`config.mk`:
```
export PLATFORM = sky130hd
export DESIGN_NAME = adc_sample_averager_with_retry
export DESIGN_NICKNAME = d
export VERILOG_FILES = /design/src/rtl/aswr_pkg.sv /design/src/rtl/adc_sample_averager_with_retry.sv
export VERILOG_INCLUDE_DIRS = /design/src /design/src/rtl
export SDC_FILE = /design/constraint.sdc
export NUM_CORES = 1
export LEC_CHECK = 0
export ABC_AREA = 1
export BUFFER_PORTS_ARGS = -buffer_cell sky130_fd_sc_hd__buf_2
export CELL_PAD_IN_SITES_DETAIL_PLACEMENT = 0
export CELL_PAD_IN_SITES_GLOBAL_PLACEMENT = 1
export CORE_UTILIZATION = 40
export DETAILED_ROUTE_END_ITERATION = 12
export PLACE_DENSITY_LB_ADDON = 0.1
export SKIP_LAST_GASP = 1
export SLEW_MARGIN = 40
export SYNTH_ARGS = -nofsm -noshare
export SYNTH_HDL_FRONTEND = slang
export SYNTH_SLANG_ARGS = --single-unit
```
`constraint.sdc`:
```
create_clock -name i_clk -period 15.8 [get_ports i_clk]
set_input_delay 2.37 -clock i_clk [delete_from_list [all_inputs] [get_ports i_clk]]
set_output_delay 2.37 -clock i_clk [all_outputs]
set_load 0.02 [all_outputs]
```
`src/rtl/adc_sample_averager_with_retry_defines.svh`:
```
// Assertion macros for the ADC sample averager.
// Included by the top level; no other dependencies.
`ifndef ADC_SAMPLE_AVERAGER_WITH_RETRY_DEFINES_SVH
`define ADC_SAMPLE_AVERAGER_WITH_RETRY_DEFINES_SVH

`ifndef SYNTH
`define ASWR_ASSERT_IMPLIES(label, clk, rst_n, ante, cons) \
    label: assert property (@(posedge clk) disable iff (!rst_n) (ante) |-> (cons)) \
        else $error("assertion failed: implication");
`define ASWR_ASSERT_NEXT(label, clk, rst_n, ante, cons) \
    label: assert property (@(posedge clk) disable iff (!rst_n) (ante) |=> (cons)) \
        else $error("assertion failed: next cycle");
`else
`define ASWR_ASSERT_IMPLIES(label, clk, rst_n, ante, cons)
`define ASWR_ASSERT_NEXT(label, clk, rst_n, ante, cons)
`endif

`endif

```
`src/rtl/aswr_pkg.sv`:
```
`timescale 1ns / 1ps
// Shared types and constants for the ADC sample averager.
// No dependencies.
package aswr_pkg;

    localparam int SampleW   = 12;
    localparam int SumW      = 16;
    localparam int CntW      = 5;
    localparam int AttW      = 8;
    localparam int GainW     = 12;
    localparam int MvW       = 14;
    localparam int FracBits  = 10;
    localparam int CfgIdxW   = 2;
    localparam int CfgDataW  = 12;

    localparam int SAMPLE_BITS_DEF = 12;

    localparam logic [AttW-1:0]  MaxAttemptsRst = 8'd64;
    localparam logic [CntW-1:0]  TargetCountRst = 5'd8;
    localparam logic [GainW-1:0] GainQ10Rst     = 12'd1894;

    localparam logic [CfgIdxW-1:0] CFG_MAX_ATTEMPTS = 2'd0;
    localparam logic [CfgIdxW-1:0] CFG_TARGET_COUNT = 2'd1;
    localparam logic [CfgIdxW-1:0] CFG_GAIN_Q10     = 2'd2;

    typedef struct packed {
        logic               reading_present;
        logic [SampleW-1:0] reading_mv;
    } t_in_item;

    typedef struct packed {
        logic [MvW-1:0]  battery_mv;
        logic            success;
        logic [CntW-1:0] valid_used;
        logic [AttW-1:0] attempts_used;
    } t_out_item;

endpackage

```
`src/rtl/adc_sample_averager_with_retry.sv`:
```
`timescale 1ns / 1ps
// ADC sample averager with retry: accumulation, iterative scale and divide.
// Depends on aswr_pkg and adc_sample_averager_with_retry_defines.svh.
//
// Usage:
//   Input channel (i_in_valid / o_in_stall / i_in_data) carries one read
//   attempt per transaction. Output channel (o_out_valid / i_out_stall /
//   o_out_data) carries one measurement result. Configuration writes go
//   through i_cfg_valid / o_cfg_ready with a register index and data;
//   o_cfg_ready is always high and unknown indexes are dropped.
// Sequencing:
//   An attempt that does not end a measurement is taken in S_IDLE; the next
//   attempt may follow at once. An attempt that ends a measurement with at
//   least one valid reading passes through acceptance, the 16x12 gain multiply
//   (S_MUL), the 18 steps of the shared restoring divider (one quotient bit per
//   cycle, S_DIV) and the output register load (S_DONE) before the next one is
//   taken. A measurement with no valid reading goes straight to S_DONE.
// Reset: synchronous, active low; clears counters, output valid and loads
//   the register defaults (64 attempts, 8 readings, gain 1894).
// Stall: the output register holds its result while i_out_stall is high;
//   accumulation goes on, but the next finished measurement waits in the
//   sequencer and the input channel stalls until the register frees up.
`include "adc_sample_averager_with_retry_defines.svh"

module adc_sample_averager_with_retry #(
    parameter int SAMPLE_BITS = aswr_pkg::SAMPLE_BITS_DEF
) (
    input  logic                              i_clk,
    input  logic                              i_rst_n,
    input  logic                              i_in_valid,
    output logic                              o_in_stall,
    input  aswr_pkg::t_in_item                i_in_data,
    output logic                              o_out_valid,
    input  logic                              i_out_stall,
    output aswr_pkg::t_out_item               o_out_data,
    input  logic                              i_cfg_valid,
    output logic                              o_cfg_ready,
    input  logic [aswr_pkg::CfgIdxW-1:0]      i_cfg_index,
    input  logic [aswr_pkg::CfgDataW-1:0]     i_cfg_data
);
    import aswr_pkg::*;

    localparam int ProdW  = SumW + GainW;
    localparam int QuoW   = ProdW - FracBits;
    localparam int StepW  = $clog2(QuoW);
    localparam logic [StepW-1:0] LastStep = StepW'(QuoW - 1);
    localparam logic [SampleW-1:0] SampleMask = (SAMPLE_BITS >= SampleW) ?
        {SampleW{1'b1}} : SampleW'((1 << SAMPLE_BITS) - 1);
    localparam logic [QuoW-1:0] MvMax = QuoW'({MvW{1'b1}});

    typedef enum logic [1:0] {S_IDLE, S_MUL, S_DIV, S_DONE} t_state;

    t_state             r_state;
    logic [AttW-1:0]    r_max_att;
    logic [CntW-1:0]    r_target;
    logic [GainW-1:0]   r_gain;
    logic [SumW-1:0]    r_sum;
    logic [CntW-1:0]    r_valid_cnt;
    logic [AttW-1:0]    r_att_cnt;

    logic [SumW-1:0]    r_w_sum;
    logic [CntW-1:0]    r_w_cnt;
    logic [AttW-1:0]    r_w_att;
    logic [QuoW-1:0]    r_dvd;
    logic [CntW-1:0]    r_rem;
    logic [StepW-1:0]   r_step;

    logic               r_out_valid;
    t_out_item          r_out;

    logic               w_in_acc;
    logic               w_out_free;
    logic               w_load;
    logic [SampleW-1:0] w_sample;
    logic               w_good;
    logic [SumW:0]      w_sum_ext;
    logic [SumW-1:0]    n_sum;
    logic [CntW-1:0]    n_valid_cnt;
    logic [AttW-1:0]    n_att_cnt;
    logic               w_finish;
    logic [ProdW-1:0]   w_prod;
    logic [CntW:0]      w_trial;
    logic               w_ge;
    logic [CntW:0]      w_diff;

    assign o_in_stall  = (r_state != S_IDLE);
    assign o_cfg_ready = 1'b1;
    assign o_out_valid = r_out_valid;
    assign o_out_data  = r_out;

    assign w_in_acc   = i_in_valid && !o_in_stall;
    assign w_out_free = !r_out_valid || !i_out_stall;
    assign w_load     = (r_state == S_DONE) && w_out_free;

    // accumulate one attempt, saturating the sum
    always_comb begin
        w_sample    = i_in_data.reading_mv & SampleMask;
        w_good      = i_in_data.reading_present && (w_sample != '0);
        w_sum_ext   = {1'b0, r_sum} + (SumW + 1)'(w_sample);
        n_att_cnt   = r_att_cnt + AttW'(1);
        n_valid_cnt = r_valid_cnt;
        n_sum       = r_sum;
        if (w_good) begin
            n_valid_cnt = r_valid_cnt + CntW'(1);
            n_sum       = w_sum_ext[SumW] ? {SumW{1'b1}} : w_sum_ext[SumW-1:0];
        end
        w_finish = (n_valid_cnt >= r_target) || (n_att_cnt >= r_max_att);
    end

    // shared datapath: gain multiply, then one restoring divide step a cycle
    assign w_prod  = ProdW'(r_w_sum) * ProdW'(r_gain);
    assign w_trial = {r_rem, r_dvd[QuoW-1]};
    assign w_ge    = (w_trial >= {1'b0, r_w_cnt});
    assign w_diff  = w_trial - {1'b0, r_w_cnt};

    always_ff @(posedge i_clk) begin
        if (!i_rst_n) begin
            r_state     <= S_IDLE;
            r_max_att   <= MaxAttemptsRst;
            r_target    <= TargetCountRst;
            r_gain      <= GainQ10Rst;
            r_sum       <= '0;
            r_valid_cnt <= '0;
            r_att_cnt   <= '0;
            r_out_valid <= 1'b0;
        end else begin
            if (i_cfg_valid && o_cfg_ready) begin
                unique case (i_cfg_index)
                    CFG_MAX_ATTEMPTS: r_max_att <= i_cfg_data[AttW-1:0];
                    CFG_TARGET_COUNT: r_target  <= i_cfg_data[CntW-1:0];
                    CFG_GAIN_Q10:     r_gain    <= i_cfg_data[GainW-1:0];
                    default: ;
                endcase
            end

            // load a new result, else drop the one just taken
            if (w_load) begin
                r_out_valid <= 1'b1;
            end else if (r_out_valid && !i_out_stall) begin
                r_out_valid <= 1'b0;
            end

            unique case (r_state)
                S_IDLE: begin
                    if (w_in_acc) begin
                        if (w_finish) begin
                            r_w_sum     <= n_sum;
                            r_w_cnt     <= n_valid_cnt;
                            r_w_att     <= n_att_cnt;
                            r_sum       <= '0;
                            r_valid_cnt <= '0;
                            r_att_cnt   <= '0;
                            r_state     <= (n_valid_cnt != '0) ? S_MUL : S_DONE;
                        end else begin
                            r_sum       <= n_sum;
                            r_valid_cnt <= n_valid_cnt;
                            r_att_cnt   <= n_att_cnt;
                        end
                    end
                end
                S_MUL: begin
                    // drop the Q10 fraction: floor(p/(c*1024)) == floor(floor(p/1024)/c)
                    r_dvd   <= w_prod[ProdW-1:FracBits];
                    r_rem   <= '0;
                    r_step  <= '0;
                    r_state <= S_DIV;
                end
                S_DIV: begin
                    r_dvd  <= {r_dvd[QuoW-2:0], w_ge};
                    r_rem  <= w_ge ? w_diff[CntW-1:0] : w_trial[CntW-1:0];
                    r_step <= r_step + StepW'(1);
                    if (r_step == LastStep) begin
                        r_state <= S_DONE;
                    end
                end
                S_DONE: begin
                    if (w_out_free) begin
                        r_out.attempts_used <= r_w_att;
                        r_out.valid_used    <= r_w_cnt;
                        if (r_w_cnt != '0) begin
                            r_out.success    <= 1'b1;
                            r_out.battery_mv <= (r_dvd > MvMax) ? {MvW{1'b1}} : r_dvd[MvW-1:0];
                        end else begin
                            r_out.success    <= 1'b0;
                            r_out.battery_mv <= '0;
                        end
                        r_state <= S_IDLE;
                    end
                end
                default: r_state <= S_IDLE;
            endcase
        end
    end

    `ASWR_ASSERT_IMPLIES(a_fail_is_zero, i_clk, i_rst_n, r_out_valid && !r_out.success, (r_out.battery_mv == '0) && (r_out.valid_used == '0))
    `ASWR_ASSERT_IMPLIES(a_success_has_count, i_clk, i_rst_n, r_out_valid && r_out.success, r_out.valid_used != '0)
    `ASWR_ASSERT_NEXT(a_attempt_advance, i_clk, i_rst_n, w_in_acc, (r_att_cnt == '0) || (r_att_cnt == $past(r_att_cnt) + AttW'(1)))
    `ASWR_ASSERT_NEXT(a_divide_ends, i_clk, i_rst_n, (r_state == S_DIV) && (r_step == LastStep), r_state == S_DONE)

endmodule

```
* Yosys cells after proc, flatten, opt, wreduce, memory -nomap -nowiden
Index checks and enable logic that the tools add are counted.
** Word-level totals
- Register bits :: 142
- Word-level logic and storage cells :: 83
- Output and inout bits :: 31
** Operators by class
- Order comparisons :: 4
- Eq/ne operators :: 10
- $mul :: 1
- $add $sub $neg :: 5
- Reduce and logical (&&, ||, !) cells :: 25
- Mux-type cells :: 20
** Operators by type and width (number)
- $mux W16 :: 3
- $pmux W18 S2 :: 1
- $mul A16 B12 Y28 :: 1
- $pmux W5 S2 :: 2
- $gt A18 B14 Y1 const B :: 1
- $add A16 B12 Y17 :: 1
- $mux W5 :: 3
- $mux W14 :: 1
- $reduce_bool A12 Y1 :: 1
- $add A5 B1 Y5 const B :: 2
- $mux W2 :: 5
- $reduce_and A2 Y1 :: 5
- $reduce_bool A5 Y1 :: 2
- $add A8 B1 Y8 const B :: 1
- $ge A8 B8 Y1 :: 1
- $mux W8 :: 1
- $ne A2 B2 Y1 const B :: 4
- $pmux W2 S4 :: 1
- $reduce_and A4 Y1 :: 2
- $eq A2 B2 Y1 const B :: 3
- $ge A6 B5 Y1 :: 1
- $reduce_bool A2 Y1 :: 3
- $eq A5 B5 Y1 const B :: 1
- $ge A5 B5 Y1 :: 1
- 8 further kinds :: 18

* Logic depth before layout (Yosys ltp)
Gate-level depths: netlist of run 1.
- Depth in word-level cells :: 8
- Depth in mapped cells :: 25
- Depth with buffers taken out :: 23

* Worst setup path before layout of run 1
OpenSTA, ideal clock, no wires.
- Path kind :: input -> register
- From :: input i_in_data[8] (netlist name)
- To :: register r_w_att[0] (enable)
- Path buffers :: 1
- Stages on the path :: 16
- Slack :: 9.523 ns
- Arrival :: 5.826 ns
- Required time :: 15.349 ns
- Setup time :: 0.451 ns
- Cells stage by stage :: nor2_1 -> nand2_1 -> nor2_1 -> nand2_2 -> nand2_4 -> inv_2 -> buf_6 -> o21ai_1 -> inv_1 -> ha_1 -> nand2_1 -> inv_1 -> o21ai_1 -> nand4_1 -> nor2_2 -> nor3_1
** Between the ends
- Word-level cells in the longest chain between the ends :: 6
** Ends and longest elaborated chain
- from (decl) :: line adc_sample_averager_with_retry.sv:32 : input aswr_pkg::t_in_item i_in_data,
- $reduce_bool A12 Y1 :: line adc_sample_averager_with_retry.sv:98 : w_good = i_in_data.reading_present && (w_sample != '0);
- $logic_and A1 B1 Y1 :: line adc_sample_averager_with_retry.sv:98
- $mux W5 :: line adc_sample_averager_with_retry.sv:103 : if (w_good) begin
- via n_valid_cnt[2] :: line adc_sample_averager_with_retry.sv:78 : logic [CntW-1:0] n_valid_cnt;
- $ge A5 B5 Y1 :: line adc_sample_averager_with_retry.sv:107 : w_finish = (n_valid_cnt >= r_target) || (n_att_cnt >= r_max_att);
- $logic_or A1 B1 Y1 :: line adc_sample_averager_with_retry.sv:107
- $reduce_and A4 Y1 (no line)
- to (signal assigned) :: line adc_sample_averager_with_retry.sv:149 : r_w_att <= n_att_cnt;
- to (decl) :: line adc_sample_averager_with_retry.sv:63 : logic [AttW-1:0] r_w_att;
The timed path passes the listed nets, and every way through them passes these cells.
A chain may end at the register's enable or synchronous reset.

* Worst setup path after layout of run 1
- From :: register r_gain[5]
- To :: register r_dvd[1], data pin
** Between the ends
- Word-level cells in the longest chain between the ends :: 2
** Ends and longest elaborated chain
- from (decl) :: line adc_sample_averager_with_retry.sv:56 : logic [GainW-1:0] r_gain;
- from (signal assigned) :: line adc_sample_averager_with_retry.sv:121 : r_gain <= GainQ10Rst;
- from (signal assigned) :: line adc_sample_averager_with_retry.sv:131 : CFG_GAIN_Q10: r_gain <= i_cfg_data[GainW-1:0];
- $mul A16 B12 Y28 :: line adc_sample_averager_with_retry.sv:111 : assign w_prod = ProdW'(r_w_sum) * ProdW'(r_gain);
- $pmux W18 S2 :: line adc_sample_averager_with_retry.sv:143 : unique case (r_state)
- to (signal assigned) :: line adc_sample_averager_with_retry.sv:163 : r_dvd <= w_prod[ProdW-1:FracBits];
- to (signal assigned) :: line adc_sample_averager_with_retry.sv:169 : r_dvd <= {r_dvd[QuoW-2:0], w_ge};
- to (decl) :: line adc_sample_averager_with_retry.sv:64 : logic [QuoW-1:0] r_dvd;
No other way between the ends.

==> results.md, run 1 <==
- Outcome: completed
- Seq pwr share: 18.2%
- Final Hold Fails: 0
- Initial Util: 40.6%
- GRT Util Overall: 20.9%
- Comb pwr share: 68.6%
- Syn avg cell area: 7.74 µm²
- Async set or reset register ratio after synthesis: 0%
- Distinct cells, synth: 42
- Slowest Stage Delay on Critical Path: 0.83 ns
- Worst IR Drop VDD: 0.139 mV
- Cell Pwr Density: 217 nW/µm²
- Req. time, crit path: 15.98 ns
- Max Clock Skew: 0.0123 ns
- TritonCTS clock tree: done
- Final setup TNS: 0 ns
- Crit-path cells: nand2_1 > fa_1 > fa_1 > fa_1 > inv_1 > fa_1 > inv_1 > fa_1 > inv_1 > ha_1 > a21oi_1 > a21boi_0 > nand2_2 > or2_2 > nand3_1 > nand2_1
- Hold Crit Start: r_w_att[3]
- Xor and xnor area share after synthesis: 1.41%
- Vias in the first global route: 11300
- Die ar.: 34800 µm²
- Mapped cell area: 13600 µm²
- Setup Crit Path Kind: reg2reg
- Core area: 33500 µm²
- Critical R2R Capture: r_dvd[1]
- Syn Inst Count: 1761
- Most used cell, CP: fa_1
- Tcrit/Tclk final: 36.2%
- Buffers added on ports: 61
- Largest net degree at the start of global routing: 38
- Deepest clock path buffer count: 2
- Worst reg2reg path startpoint: r_gain[5]
- Drt drc: 0
- Buf/Inv on CP: 3
- Worst Hold End: o_out_data[3]
- Clk sinks: 142
- Postcts setup bufs: 0
- Actual slew at the worst max-slew pin: 0.827 ns
- Std cell rows: 67
- Antenna Cells: 0
- Post-place setup slack: 10.14 ns
- Synth top area share: 20.7%
- Clk pwr share: 13.2%
- DR pass1 iterations: 5
- Slowest-stage cell, CP: dfxtp_1
- # H-tree levels: 4
- Fmax: 175 MHz
- Hold Slack: 0.422 ns
- CP startpoint kind: register
- Leakage: 7.61 nW
- Critical Path Sink Type: register
- Max-Cap Viols: 0
- Pint: 1.55 mW
- CP Data Arrival Time: 5.89 ns
- Post-synthesis sequential area ratio: 27.1%
- Hold path cells: 0
- Routed vias: 10800
- CP delay by family, top: adder cells
- Min cycle time layout: 5.72 ns
- EDFF count, synth: 85
- Filler instances: 3444
- Area grow syn2layout: 9.15%
- Yosys top cell by area: fa_1
- 1st-iter DRT viols: 509
- Crit-path max FO: 17
- Synth top area cells: fa_1 (21%), edfxtp_1 (19%), nand2_1 (14%), inv_1 (11%), ha_1 (9.2%)
- Setup-failing EPs final: 0
- Number of buffers created by CTS: 17
- Die Height: 187 µm
- Non-filler cells, final: 2242
- Detailed placement HPWL: 27.3 mm
- Mux cell area share after synthesis: 0%
- Share of layout cells above drive strength 1: 7.08%
- Total gr overflow: 0
- Post-synthesis register bit count: 142
- Nets: 2054
- Largest family of logic cells by synthesized area: adder cells
- I/O Pins: 63
- Setup WS post-layout: 10.08 ns
- Die X: 187 µm
- FF-to-FF path depth: 16
- Adder-cell share of the synthesized area: 29.9%
- Yosys warns: 0
- Cts hold-fix bufs: 0
- Reg2reg setup slack: 10.08 ns
- Syn nets: 2034
- Post-DRT Antenna Nets: 0
- First-pass GRT wire length: 57.7 mm
- RSZ-0062 raised after global routing: no
- CTS-repair resized insts: 0
- Top_reg_cell synth: edfxtp_1
- Hold crit path type: reg2reg
- Compound-Gate Fraction of Synth Area: 5.95%
- Via density: 4.81
- WL final: 34.3 mm
- Simple-Gate Fraction of Synth Area: 22.5%
- Slew margin rel.: 44.8%
- Max Transition Viols Final: 0
- Placed cells: 2210
- Root Driver: clkbuf_16
- Switching pwr: 1.67 mW
- GP Congestion: 0.844
- Clk_lat worst skew: 0.44 ns
- WL per Instance: 15.3 µm
- Initial antenna violation count: 0
- Clock Pin Slew Worst Setup and Hold Paths: 0.06 ns
- Switching portion of total power: 52.0%
[kinds of logic (layout without fill, tap and decap cells)]
logic type / after synthesis / after routing
AND/OR/NAND/NOR: 737 / 737
buffers and inverters: 462 / 495
other: 1 / 1
AO/OA/AOI/OAI: 156 / 156
adder cells (fa/ha/maj): 241 / 241
XOR/XNOR: 22 / 22
flip-flops: 142 / 142
[state kept, by name (all words and copies together) (netlist names)]
signal / count
r_w_att: 8
r_target: 5
r_valid_cnt: 5
r_att_cnt: 8
r_max_att: 8
o_out_valid: 1
r_rem: 5
r_state: 2
r_w_cnt: 5
o_out_data: 28
r_w_sum: 16
r_sum: 16
r_dvd: 18
r_step: 5
r_gain: 12
[power groups by stage]
stage	Combinational (mW)	Clock (mW)	Sequential, mW
finish	2.21	0.424	0.586
global placement	2.24	0	0.592
floorplan	1.61	0	0.564
global route	2.54	0.451	0.594
detailed placement	2.24	0	0.593
CTS	2.25	0.434	0.586
[per-layer routing]
| layer | vias to the layer above | share of wire (%) | track usage, % |
|---|---|---|---|
| met5 | - | 0 | 0 |
| met4 | 0 | 1.8 | 5.45 |
| met3 | 41 | 2.8 | 2.99 |
| met2 | 166 | 49 | 36.8 |
| met1 | 5186 | 47 | 26.9 |
| li1 | 5391 | - | - |
[through the flow]
step           total power, mW  utilization (%)  area [µm²]
6_report                  3.22             44.4       14900
5_1_grt                   3.59             44.4       14900
4_1_cts                   3.27             44.4       14900
3_5_place_dp              2.83             42.5       14200
3_3_place_gp              2.84             42.4       14200
2_1_floorplan             2.18                -       13600
[synthesized netlist by cell type, types with 2 or more instances]
master,number
edfxtp_1,85
ha_1,100
clkbuf_1,53
nand4_1,13
o211ai_1,4
nand3_1,82
a21oi_1,85
nor2_2,6
a21o_1,2
and2_1,4
or2_2,5
nand2_1,496
o21ai_0,48
nand3_2,3
inv_1,396
nand3b_1,7
buf_4,2
o21ai_1,10
nor2_1,92
nor3_1,19
dfxtp_1,57
buf_6,5
xnor2_1,8
a211oi_1,2
nand2_2,4
fa_1,141
a21boi_0,2
nand2_4,2
inv_2,2
xor2_1,14
[cells in the final DEF, fill, tap and decap left out, types with 3 or more instances in the layout]
cell type / Yosys / final
nor3_1: 19 / 18
o21ai_0: 48 / 48
edfxtp_1: 85 / 85
ha_1: 100 / 99
buf_2: 0 / 61
buf_4: 2 / 3
nand2_1: 496 / 495
nand4_1: 13 / 13
nand3b_1: 7 / 7
nand2_2: 4 / 5
inv_1: 396 / 396
clkinv_4: 0 / 4
nor2_1: 92 / 91
nand3_2: 3 / 3
or2_2: 5 / 5
and2_1: 4 / 4
xor2_1: 14 / 14
a21oi_1: 85 / 85
nor2_2: 6 / 7
o211ai_1: 4 / 4
xnor2_1: 8 / 8
nand3_1: 82 / 82
dfxtp_1: 57 / 55
o21ai_1: 10 / 10
fa_1: 141 / 141
clkbuf_16: 0 / 20
[how the worst max path moves through the flow]
stage,startpoint,endpoint,slack [ns],cells after the start
after floorplan,i_in_data[8],r_w_att[0],9.52,16
after global placement,i_in_data[11],r_w_sum[6],9.96,17
after detailed placement,r_gain[5],r_dvd[1],10.14,16
after CTS,r_gain[5],r_dvd[1],10.13,16
after global routing,r_gain[5],r_dvd[1],9.78,16
final,r_gain[5],r_dvd[1],10.08,16
[layout make-up]
| cell class | count | area (µm²) | area share [%] |
|---|---|---|---|
| Sequential cell | 142 | 3700 | 24.8 |
| Tap cell | 448 | 561 | 3.77 |
| Clock inverter | 10 | 113 | 0.757 |
| Multi-Input combinational cell | 1157 | 8160 | 54.9 |
| Clock buffer | 22 | 518 | 3.48 |
| Inverter | 399 | 1500 | 10.1 |
| Timing Repair Buffer | 64 | 328 | 2.20 |
(Power assumes the default switching activity.)
==> run 2: changes to the inputs <==
- clock period: 15.8 -> 5.96 ns (I/O delays scaled with it)
==> run 2 against run 1 <==
Against the previous run:
- clock-buffer cell count down 2
- clock power increased to 2.6 times the previous value
- via count is the same
- routed wire length grew 3.7%
- critical path depth did not move
- first-iteration DRC count is 14% higher
- flip-flop and latch count did not move
- power rose to 2.6 times the previous value
- combinational power rose to 2.6 times the previous value
- critical path type unchanged
==> results.md, run 2 (synthesis gave the netlist of run 1 again) <==
- Post-route design area: 14900 µm²
- Met2 Usage GRT: 37.1%
- Final Hold Fails: 0
- Outcome: completed
- Drt drc: 0
- Vias in the first global route: 11400
- Hold Crit Start: r_w_att[3]
- FF-to-FF path depth: 16
- Slowest-stage cell, CP: dfxtp_1
- Std cell rows: 67
- Area grow syn2layout: 9.55%
- Hold Slack: 0.415 ns
- Worst reg2reg path startpoint: r_gain[3]
- Setup WS post-layout: 0.340 ns
- GP Congestion: 0.867
- I/O Pins: 63
- Die Height: 187 µm
- Total gr overflow: 0
- Worst IR Drop VDD: 0.381 mV
- Initial Util: 40.6%
- Die X: 187 µm
- Clk sinks: 142
- Core area: 33500 µm²
- Cell Pwr Density: 568 nW/µm²
- Buf/Inv on CP: 3
- Crit-path cells: nand2_1 > fa_1 > fa_1 > fa_1 > inv_1 > fa_1 > inv_1 > fa_1 > inv_1 > ha_1 > a21oi_1 > a21boi_0 > nand2_2 > or2_2 > nand3_1 > nand2_1
- DP Area: 14300 µm²
- Worst Hold End: o_out_data[3]
- Global-route track usage on met3: 2.82%
- Slowest Stage Delay on Critical Path: 0.74 ns
- Critical Path Sink Type: register
- TritonCTS clock tree: done
- Via density: 4.78
- Postcts setup bufs: 0
- Max Clock Skew: 0.0169 ns
- Req. time, crit path: 6.14 ns
- Setup Crit Path Kind: reg2reg
- Slew margin rel.: 47.7%
- Crit-path max FO: 17
- Hold crit path type: reg2reg
- RSZ-0062 raised after global routing: no
- Post-place setup slack: 0.353 ns
- Critical R2R Capture: r_dvd[1]
- CP Data Arrival Time: 5.80 ns
- Root Driver: clkbuf_16
- Setup-failing EPs final: 0
- Antenna Cells: 0
- GRT Util Overall: 21.7%
- Tcrit/Tclk final: 94.3%
- 1st-iter DRT viols: 579
- CTS-repair resized insts: 0
- CP startpoint kind: register
- Final setup TNS: 0 ns
- Initial antenna violation count: 0
- Leakage: 7.65 nW
- Fmax: 178 MHz
- Most common cell after layout, fill and taps aside: nand2_1
- Clk_lat worst skew: 0.44 ns
- Reg2reg setup slack: 0.34 ns
- WL final: 35.6 mm
- Met1 track demand over resource: 29.1%
- Post-DRT Antenna Nets: 0
- Nets: 2068
- Grt peak-use layer: met2
- Share of layout cells above drive strength 1: 7.58%
- Max FFs per register: 28
- First-pass GRT wire length: 59.6 mm
- Max-Cap Viols: 0
- Clock Pin Slew Worst Setup and Hold Paths: 0.07 ns
- CP delay by family, top: adder cells
- # H-tree levels: 4
- Largest net degree at the start of global routing: 38
- Max Transition Viols Final: 0
- Actual slew at the worst max-slew pin: 0.784 ns
- Routed vias: 10800
- Die ar.: 34800 µm²
- DR pass1 iterations: 6
- Detailed placement HPWL: 28.6 mm
- Min cycle time layout: 5.62 ns
- Deepest clock path buffer count: 2
- Buffers added on ports: 61
- Cts hold-fix bufs: 0
- Most frequent cells in the layout: nand2_1 (496), inv_1 (395), fa_1 (141)
- Hold path cells: 0
- Number of buffers created by CTS: 17
- WL per Instance: 15.8 µm
- Most used cell, CP: fa_1
-- run 2: report_power, final --
group | switching (mW) | internal (mW) | total [mW]
Combinational | 3.83 | 2.00 | 5.84
Clock | 0.453 | 0.646 | 1.10
Sequential | 0.134 | 1.41 | 1.54
Total | 4.42 | 4.06 | 8.47
-- run 2: final cells by class --
class	count	area [µm²]
sequential	142	3690
multi-input combinational	1157	8150
clock buffer	20	458
timing repair buffer	78	433
inverter	399	1500
tap	448	561
fill	3529	18600
clock inverter	12	133
-- run 2: through the flow --
stage	total power, mW	std cells	utilization [%]
finish	8.47	2256	44.5
global route	9.42	2256	44.5
CTS	8.58	2256	44.5
detailed placement	7.43	2224	42.8
global placement	7.46	2224	42.8
floorplan	5.77	1761	-
-- run 2: per-layer routing --
layer,up-vias,wire length [µm],part of all wire [%]
li1,5426,-,-
met1,5168,17000,48
met2,162,16900,47
met3,28,1090,3.1
met4,0,565,1.6
met5,-,0,0
-- run 2: worst max path at each step --
stage | startpoint | to | cells past startpoint
floorplan | r_gain[5] | r_dvd[1] | 18
global placement | r_gain[10] | r_dvd[6] | 17
detailed placement | r_gain[10] | r_dvd[6] | 17
CTS | r_gain[10] | r_dvd[6] | 17
global route | r_gain[11] | r_dvd[6] | 19
finish | r_gain[3] | r_dvd[1] | 16
